--- config.mk ---
export PLATFORM = sky130hd
export DESIGN_NAME = lamp_blink_burst_generator
export DESIGN_NICKNAME = d
export VERILOG_FILES = /design/src/design/lbbg_pkg.sv /design/src/design/lamp_blink_burst_generator.sv
export SDC_FILE = /design/constraint.sdc
export NUM_CORES = 1
export LEC_CHECK = 0
export BUFFER_PORTS_ARGS = -buffer_cell sky130_fd_sc_hd__buf_4
export CAP_MARGIN = 10
export CORE_MARGIN = 2
export CORE_UTILIZATION = 35
export CTS_BUF_LIST = sky130_fd_sc_hd__clkbuf_16
export DETAILED_ROUTE_END_ITERATION = 6
export MAX_ROUTING_LAYER = met4
export PLACE_DENSITY = 0.55
export SYNTH_ARGS = -nofsm -noshare
export SYNTH_HDL_FRONTEND = slang
export SYNTH_SLANG_ARGS = --single-unit
export TNS_END_PERCENT = 1
--- constraint.sdc ---
create_clock -name clk -period 12.6 [get_ports clk]
set_input_delay 2.52 -clock clk [delete_from_list [all_inputs] [get_ports clk]]
set_output_delay 2.52 -clock clk [all_outputs]
set_load 0.05 [all_outputs]
--- src/design/lbbg_pkg.sv ---
// Package for the lamp blink burst generator: item types, action codes and register indexes.
`default_nettype none

package lbbg_pkg;

    // Action codes carried in the action field of an input item
    localparam logic [2:0] ACT_TICK    = 3'd0;
    localparam logic [2:0] ACT_BLINK   = 3'd1;
    localparam logic [2:0] ACT_REPEAT  = 3'd2;
    localparam logic [2:0] ACT_FLICKER = 3'd3;
    localparam logic [2:0] ACT_OFF     = 3'd4;

    // Configuration register indexes
    localparam int unsigned CFG_IDX_W = 3;
    localparam logic [CFG_IDX_W-1:0] REG_BLINK_ON    = 3'd0;
    localparam logic [CFG_IDX_W-1:0] REG_BLINK_OFF   = 3'd1;
    localparam logic [CFG_IDX_W-1:0] REG_FLICKER_ON  = 3'd2;
    localparam logic [CFG_IDX_W-1:0] REG_FLICKER_OFF = 3'd3;

    // Register reset values, milliseconds
    localparam logic [15:0] BLINK_TIME_RST   = 16'd250;
    localparam logic [15:0] FLICKER_TIME_RST = 16'd100;

    localparam logic [15:0] ELAPSED_MAX = 16'hFFFF;

    typedef struct packed {
        logic [2:0]  action;
        logic [7:0]  blink_count;
        logic [15:0] gap_time;
    } in_item_t;

    typedef struct packed {
        logic        lamp;
        logic        busy_res;
        logic [7:0]  blinks_left;
        logic [15:0] burst_total;
    } out_item_t;

endpackage

`default_nettype wire

--- src/design/lamp_blink_burst_generator.sv ---
// Lamp blink burst generator top level: pattern state, command decode and result queue.
//
// Usage:
//   in channel   : in_valid / in_stall / in_item. Each item is a one-millisecond tick
//                  or a command (blink, repeat, flicker, off). An item is taken at a
//                  clock edge with in_valid high and in_stall low.
//   out channel  : out_valid / out_stall / out_item. Exactly one result per input
//                  item: lamp, busy flag, blinks left and wrapping burst count.
//   cfg channel  : cfg_valid / cfg_ready / cfg_index / cfg_data. cfg_ready is always
//                  high; indexes 0..3 select the four timing registers, others are
//                  ignored. Write only while the block is idle.
// Result path: each result is formed combinationally and queued as its item is taken.
// Throughput: one item per cycle while in_stall is low; the pattern update is a single
//   compare and subtract on the 16-bit elapsed counter, done in the cycle the item arrives.
// Stall: results queue in a two-entry output buffer, so an item is still taken
//   while one result waits; in_stall rises only when both entries are full.
// Reset: rst_n clears the pattern (lamp dark, burst count zero), empties the
//   queue and loads the timing registers with 250/250/100/100 ms.
`default_nettype none

module lamp_blink_burst_generator
    import lbbg_pkg::*;
(
    input  wire                  clk,
    input  wire                  rst_n,
    input  wire                  in_valid,
    output logic                 in_stall,
    input  wire in_item_t        in_item,
    output logic                 out_valid,
    input  wire                  out_stall,
    output out_item_t            out_item,
    input  wire                  cfg_valid,
    output logic                 cfg_ready,
    input  wire [CFG_IDX_W-1:0]  cfg_index,
    input  wire [15:0]           cfg_data
);

    // Timing registers
    logic [15:0] blink_on_reg, blink_off_reg, flicker_on_reg, flicker_off_reg;

    // Pattern state
    logic [7:0]  burst_size_reg, burst_size_next;
    logic [7:0]  remaining_reg, remaining_next;
    logic        in_on_reg, in_on_next;
    logic        repeating_reg, repeating_next;
    logic [15:0] on_time_reg, on_time_next;
    logic [15:0] off_time_reg, off_time_next;
    logic [15:0] gap_reg, gap_next;
    logic [15:0] elapsed_reg, elapsed_next;
    logic [15:0] bursts_reg, bursts_next;
    logic        lamp_reg, lamp_next;

    // Result queue
    out_item_t   slot0_reg, slot0_next, slot1_reg, slot1_next;
    logic [1:0]  count_reg, count_next;

    logic        push, pop;
    logic [15:0] elapsed_inc;
    logic [15:0] phase;
    logic [7:0]  rem_dec;
    out_item_t   result;

    assign cfg_ready = 1'b1;
    assign in_stall  = (count_reg == 2'd2);
    assign out_valid = (count_reg != 2'd0);
    assign out_item  = slot0_reg;
    assign push      = in_valid && !in_stall;
    assign pop       = out_valid && !out_stall;

    // Write the timing registers
    always_ff @(posedge clk or negedge rst_n)
    begin
        if (!rst_n)
        begin
            blink_on_reg    <= BLINK_TIME_RST;
            blink_off_reg   <= BLINK_TIME_RST;
            flicker_on_reg  <= FLICKER_TIME_RST;
            flicker_off_reg <= FLICKER_TIME_RST;
        end
        else if (cfg_valid && cfg_ready)
        begin
            unique case (cfg_index)
                REG_BLINK_ON:    blink_on_reg    <= cfg_data;
                REG_BLINK_OFF:   blink_off_reg   <= cfg_data;
                REG_FLICKER_ON:  flicker_on_reg  <= cfg_data;
                REG_FLICKER_OFF: flicker_off_reg <= cfg_data;
                default:         ;
            endcase
        end
    end

    assign elapsed_inc = (elapsed_reg == ELAPSED_MAX) ? elapsed_reg : elapsed_reg + 16'd1;
    assign phase       = in_on_reg ? on_time_reg : off_time_reg;
    assign rem_dec     = remaining_reg - 8'd1;

    // Work out the next pattern state for the incoming item
    always_comb
    begin
        burst_size_next = burst_size_reg;
        remaining_next  = remaining_reg;
        in_on_next      = in_on_reg;
        repeating_next  = repeating_reg;
        on_time_next    = on_time_reg;
        off_time_next   = off_time_reg;
        gap_next        = gap_reg;
        elapsed_next    = elapsed_reg;
        bursts_next     = bursts_reg;
        lamp_next       = lamp_reg;

        unique case (in_item.action)
            ACT_TICK:
            begin
                elapsed_next = elapsed_inc;
                if (remaining_reg == 8'd0)
                begin
                    // Gap expiry starts a new burst
                    if (repeating_reg && (elapsed_inc >= gap_reg))
                    begin
                        remaining_next = burst_size_reg;
                        in_on_next     = 1'b1;
                        elapsed_next   = 16'd0;
                        bursts_next    = bursts_reg + 16'd1;
                        lamp_next      = 1'b1;
                    end
                end
                else if (elapsed_inc >= phase)
                begin
                    elapsed_next = elapsed_inc - phase;
                    if (in_on_reg)
                    begin
                        in_on_next = 1'b0;
                        lamp_next  = 1'b0;
                    end
                    else
                    begin
                        remaining_next = rem_dec;
                        if (rem_dec != 8'd0)
                        begin
                            in_on_next = 1'b1;
                            lamp_next  = 1'b1;
                        end
                    end
                end
            end
            ACT_BLINK, ACT_REPEAT, ACT_FLICKER, ACT_OFF:
            begin
                if ((in_item.action == ACT_OFF) || ((in_item.action != ACT_FLICKER)
                    && (in_item.blink_count == 8'd0)))
                begin
                    // Drop the pattern and darken the lamp
                    burst_size_next = 8'd0;
                    remaining_next  = 8'd0;
                    in_on_next      = 1'b0;
                    repeating_next  = 1'b0;
                    on_time_next    = 16'd0;
                    off_time_next   = 16'd0;
                    gap_next        = 16'd0;
                    elapsed_next    = 16'd0;
                    lamp_next       = 1'b0;
                end
                else
                begin
                    // Latch the pattern and start a burst at once
                    if (in_item.action == ACT_FLICKER)
                    begin
                        burst_size_next = 8'd1;
                        repeating_next  = 1'b1;
                        gap_next        = 16'd0;
                        on_time_next    = flicker_on_reg;
                        off_time_next   = flicker_off_reg;
                        remaining_next  = 8'd1;
                    end
                    else
                    begin
                        burst_size_next = in_item.blink_count;
                        repeating_next  = (in_item.action == ACT_REPEAT);
                        gap_next        = (in_item.action == ACT_REPEAT) ?
                                          in_item.gap_time : 16'd0;
                        on_time_next    = blink_on_reg;
                        off_time_next   = blink_off_reg;
                        remaining_next  = in_item.blink_count;
                    end
                    in_on_next   = 1'b1;
                    elapsed_next = 16'd0;
                    bursts_next  = bursts_reg + 16'd1;
                    lamp_next    = 1'b1;
                end
            end
            default: ;
        endcase
    end

    // Form the result from the updated state
    always_comb
    begin
        result.lamp        = lamp_next;
        result.busy_res    = (remaining_next != 8'd0) && !repeating_next;
        result.blinks_left = remaining_next;
        result.burst_total = bursts_next;
    end

    // Advance the pattern state on each accepted item
    always_ff @(posedge clk or negedge rst_n)
    begin
        if (!rst_n)
        begin
            burst_size_reg <= 8'd0;
            remaining_reg  <= 8'd0;
            in_on_reg      <= 1'b0;
            repeating_reg  <= 1'b0;
            on_time_reg    <= 16'd0;
            off_time_reg   <= 16'd0;
            gap_reg        <= 16'd0;
            elapsed_reg    <= 16'd0;
            bursts_reg     <= 16'd0;
            lamp_reg       <= 1'b0;
        end
        else if (push)
        begin
            burst_size_reg <= burst_size_next;
            remaining_reg  <= remaining_next;
            in_on_reg      <= in_on_next;
            repeating_reg  <= repeating_next;
            on_time_reg    <= on_time_next;
            off_time_reg   <= off_time_next;
            gap_reg        <= gap_next;
            elapsed_reg    <= elapsed_next;
            bursts_reg     <= bursts_next;
            lamp_reg       <= lamp_next;
        end
    end

    // Queue control: push results, pop on a taken item
    always_comb
    begin
        slot0_next = slot0_reg;
        slot1_next = slot1_reg;
        count_next = count_reg;
        case (count_reg)
            2'd0:
            begin
                if (push)
                begin
                    slot0_next = result;
                    count_next = 2'd1;
                end
            end
            2'd1:
            begin
                if (push && pop)
                begin
                    slot0_next = result;
                end
                else if (push)
                begin
                    slot1_next = result;
                    count_next = 2'd2;
                end
                else if (pop)
                begin
                    count_next = 2'd0;
                end
            end
            2'd2:
            begin
                if (pop)
                begin
                    slot0_next = slot1_reg;
                    count_next = 2'd1;
                end
            end
            default: count_next = 2'd0;
        endcase
    end

    always_ff @(posedge clk or negedge rst_n)
    begin
        if (!rst_n)
        begin
            count_reg <= 2'd0;
        end
        else
        begin
            count_reg <= count_next;
        end
    end

    // Hold the queued result payloads
    always_ff @(posedge clk)
    begin
        slot0_reg <= slot0_next;
        slot1_reg <= slot1_next;
    end

endmodule

`default_nettype wire

# --- Word level (Yosys, flattened, before mapping) ---
# Index checks and enable logic that the tools add are counted.
word_totals:
  register_bits: 217
  out_inout_bits: 29
classes:
  mux: 50
  n_reduce_logical: 31
  n_bitwise: 1
  n_lt_le_gt_ge: 2
  eq_ne: 18
  add_sub_neg: 4
op_table:
  columns: ["operator", "count"]
  rows:
  - ["two-way mux 16 bit", 15]
  - ["two-way mux 26 bit", 3]
  - ["one-hot mux 26 bit (3 select lines)", 1]
  - ["one-hot mux 16 bit (2 select lines)", 2]
  - ["two-way mux 8 bit", 6]
  - ["adder 16 x 1 -> 16 bit (second input constant)", 2]
  - ["greater-or-equal comparator 16 bit", 2]
  - ["equality test 16 bit (second input constant)", 1]
  - ["zero test 8 bit", 2]
  - ["one-hot mux 8 bit (2 select lines)", 1]
  - ["nonzero test 8 bit", 2]
  - ["subtractor 16 bit", 1]
  - ["two-way mux 1 bit", 14]
  - ["equality test 3 x 2 -> 1 bit (second input constant)", 4]
  - ["AND reduction 2 bit", 6]
  - ["AND reduction 4 bit", 3]
  - ["two-way mux 2 bit", 5]
  - ["inequality test 3 bit (second input constant)", 3]
  - ["subtractor 8 x 1 -> 8 bit (second input constant)", 1]
  - ["equality test 3 x 1 -> 1 bit (second input constant)", 2]
  - ["logical AND 1 bit", 6]
  - ["zero test 3 bit", 2]
  - ["inequality test 2 bit (second input constant)", 3]
  - ["one-hot mux 2 bit (3 select lines)", 1]
  - ["other kinds (14)", 18]

# --- Depth between registers and ports, before layout ---
logic_depth:
  depth_word: 11
  mapped_depth: 21

# --- Least setup slack after synthesis ---
# Ideal clock, no wire load.
synth_path:
  kind: "input -> register"
  from: "input port in_item[25] (netlist bit)"
  to: "register slot0_reg, in the netlist out_item[15], data pin"
  setup_slack_ns: 7.808
  t_arrival_ns: 4.530
  required_time_ns: 12.338
  path_stages: 12
  cell_sequence: "buf_2 -> and2b_1 -> nand2_1 -> and3_1 -> nor2_1 -> a31oi_1 -> or2_1 -> buf_6 -> nor3_4 -> and4_4 -> xor2_2 -> mux2_1"
synth_lines:
  columns: ["item", "line_no", "rtl"]
  rows:
  - ["start, declared", "lamp_blink_burst_generator.sv:28", "input wire in_item_t in_item,"]
  - ["end signal, assigned", "lamp_blink_burst_generator.sv:291", "slot0_reg <= slot0_next;"]
  - ["end, declared", "lamp_blink_burst_generator.sv:54", "out_item_t slot0_reg, slot0_next, slot1_reg, slot1_next;"]

# --- Worst setup path in the final report ---
layout_path:
  from: "input port in_item[26] (netlist bit)"
  to: "register gap_reg[15]"
layout_between:
  elab_chain_len: 4
  word_cells_on_any_way: 12
layout_rtl:
  columns: ["item", "line_no", "rtl"]
  rows:
  - ["equality test 3 x 2 -> 1 bit or inequality test 3 x 2 -> 1 bit (tied branches)", "lamp_blink_burst_generator.sv:110, lamp_blink_burst_generator.sv:177, lamp_blink_burst_generator.sv:147", null]
  - ["two-way mux 16 bit or logical AND 1 bit (tied branches)", "lamp_blink_burst_generator.sv:177, lamp_blink_burst_generator.sv:148", null]
  - ["two-way mux 16 bit or logical OR 1 bit (tied branches)", "lamp_blink_burst_generator.sv:164, lamp_blink_burst_generator.sv:147", null]
  - ["two-way mux 16 bit", "lamp_blink_burst_generator.sv:147", "if ((in_item.action == ACT_OFF) || ((in_item.action != ACT_FLICKER)"]
  - ["end signal, assigned", "lamp_blink_burst_generator.sv:226", "gap_reg <= gap_next;"]
  - ["end, declared", "lamp_blink_burst_generator.sv:48", "logic [15:0] gap_reg, gap_next;"]
# Several ways; a longest one is shown, not always the timed one.
# A chain may end at the register's enable or synchronous reset.

==> metrics.cfg <==
[outcome]
outcome = finished clean

[setup_path]
crit_arrival_ps = 6230
cpMostUsedCell = nand2_1
crit_path_top_delay_cell = nor3_2
crit_fanout = 35
startpoint_class = input pin
path_class = input pin to flop
worstSetupEndpointType = flop
cp_data_required_time_ps = 13040
crit_path_cell_trace = buf_4 -> and2b_1 -> nand2_2 -> and3_1 -> nor2_1 -> nand2_1 -> nor3_2 -> nand2_1 -> o21ai_0
crit_path_max_incr_delay_ps = 1070

[place]
port_buffers = 78
gpl.final_weighted_congestion = 0.8620
detailed_placement_hpwl_um = 18990

[pwr]
internal-power_uw = 1609
switching_power_uw = 752.3
pwr-share-clk_pct = 33.4
sequential_power_share_pct = 39.8
p_sw_share_pct = 31.86
vdd.ir_drop.worst_uv = 86.18
combinationalPowerShare_pct = 26.8
static-leakage-power_uw = 0.005939
total_power_divided_by_cell_area_nw_per_um2 = 178.7

[detailed_routing]
drt_pre_antenna_iters = 5
wirelength_um = 26840
antenna_left = 0
detail_route.wl_per_cell_um = 17.35
vias_per_cell = 5.221
drt-met1-wl_um = 13530
routed-via-count = 8077
drt_drc_violations_left = 0
top_layer = met4
met2_length_um = 11730
met3WireLength_um = 1021
initialDrtViolationCount = 509

[synth]
syn-cell-area_um2 = 11260
most_instantiated_flip_flop_cell_in_the_synthesis_netlist = dfrtp_1
ys_async_sr_fraction_pct = 76.04
synthMostInstantiatedCell = dfrtp_1
yosys-top-cells-area = dfrtp_1, edfxtp_1, mux2_2
avgSynthCellArea_um2 = 10.76
synth-edff-count = 52
synth_seq_cells = 217
synthDominantAreaCellType = dfrtp_1
synth.yosys.warnings = 0
yosysUniqueCellTypes = 82
synth_seq_area_share_pct = 50.72
post-synth-top-area-fraction_pct = 32.66
ys_top_cells_by_count = dfrtp_1, nand2_1, o21ai_0
synthesized_netlist_cell_count = 1047
synth.net_count = 1136

[clocking]
cts.sink_count = 217
path_clk_slew_ps = 60
cts_buffers = 26
post_cts_resized = 0
clock_latency_on_the_worst_skew_pair_ps = 530
ctsHtreeMaxLevel = 1
clock_tree.buffer_depth = 3
root_buffer = clkbuf_16
cts.repair_timing.setup_buffer_count = 0
holdBufCountCts = 0
tritoncts = built

[floorplan]
number_of_rows_in_the_core_area = 65
die-height_um = 183.4
dieArea_um2 = 33630
design.portCount = 80
placeableCoreArea_um2 = 31640
initial_core_util_pct = 35.60
die_w_um = 183.4

[global_route]
grt_pass1_wl_um = 43900
gr-total-overflow = 0
antenna_violations_before_repair = 0
grt_use_total_pct = 16.74
first_global_vias = 7937
grt_max_degree = 59

[timing]
min_period_ps = 5796
finalCritPeriodShare_pct = 46.00
fmax_mhz = 172.5
maxSlewViolCount = 0
final-setup-viol-count = 0
slew_of_the_pin_with_the_lowest_slew_margin_ps = 1104
setup-tns-final_ps = 0
skew_ps = 13.70
slew_headroom_pct = 26.21
rsz0062_at_grt = false
final_hold_viol_count = 0

[run]
maxCapViolations = 0

[layout]
antenna_cells = 0
area_growth_syn_to_layout_pct = 17.35
nets = 1214
fill_count = 3040
post-route-util_pct = 41.78
layout-drive-gt1-share_pct = 22.27

[hold_path]
holdCritPathClass = flop to flop

stage by stage:
step | hold slack, ps | cells | power [uW] | area [um2] | worst slack, ps
6_report | 473.3 | 1547 | 2362 | 13220 | 6804
5_1_grt | 501.7 | 1547 | 2500 | 13220 | 6370
3_5_place_dp | 464.5 | 1499 | 1585 | 12310 | 6158
3_3_place_gp | 460.3 | 1499 | 1573 | 12310 | 6274
4_1_cts | 477.8 | 1547 | 2386 | 13220 | 6715
2_1_floorplan | 444.4 | 1047 | 1398 | 11260 | 7808
layout by cell type (no fill, tap or decap), types with 5 or more instances in the layout:
cell,n
dfrtp_1,147
nand2_1,125
o21ai_0,91
buf_4,90
mux2_2,78
nor2_1,64
edfxtp_1,52
mux2i_1,51
inv_1,49
a21oi_1,40
ha_1,37
xnor2_1,33
nand3_1,27
clkbuf_16,27
xor2_1,20
dfstp_2,18
nor3_1,14
a22o_1,13
a31oi_1,11
and3_1,9
o22ai_1,8
a22oi_1,8
clkinv_1,8
nand2b_1,7
nand4_1,6
nor2b_1,5
a21o_1,5
bufinv_16,5
cell families (layout without fill, tap and decap cells):
group / count (synthesis) / in the layout / share of synthesized area, %
AOI/OAI and AO/OA: 224 / 224 / 12.52
xor gates and xnor gates: 54 / 54 / 4.266
adders and majority gates: 38 / 38 / 4.288
buffers and inverters: 88 / 186 / 3.210
DFF: 217 / 217 / 50.72
muxes: 130 / 130 / 12.43
other: 1 / 1 / 0.03329
and+or+nand+nor: 295 / 295 / 12.53
per-layer routing:
layer	GRT usage, %	vias to the layer above
li1	-	3923
met1	24.50	3944
met4	4.512	0
met5	-	-
met2	24.42	169
met3	2.085	41
power by group through the flow:
stage / clock network (uW) / logic (uW) / registers (uW)
CTS: 810 / 636 / 939
global placement: 0 / 625 / 948
detailed placement: 0 / 634 / 951
floorplan: 0 / 418 / 980
finish: 789 / 633 / 939
global route: 842 / 703 / 955
path summary, 6_finish.rpt:
check	slack (ps)	endpoint	start	cells after the start
worst max-delay path	6800	gap_reg[15]	in_item[26]	9
worst min-delay path	470	on_time_reg[0]	on_time_reg[0]	2
worst max register to register	7120	elapsed_reg[7]	elapsed_reg[3]	19
worst min register to register	470	on_time_reg[0]	on_time_reg[0]	2
max in group asynchronous	8730	blink_on_reg[10]	rst_n	3
min in group asynchronous	1940	flicker_off_reg[7]	rst_n	1
layout make-up:
cell class	instances	area [um2]	area share (%)
multi-input combinational	742	5235	39.61
sequential	217	5713	43.22
inverter	47	176.4	1.335
tap	402	503.0	3.805
clock inverter	21	227.7	1.723
clock buffer	27	675.6	5.112
timing repair buffer	91	686.9	5.197
critical path, delay by kind of cell:
family,cells,cell delay [ps]
and+or+nand+nor,7,3400
AOI/OAI and AO/OA,1,110
buffers and inverters,1,180
Power figures use the tool's default switching activity.
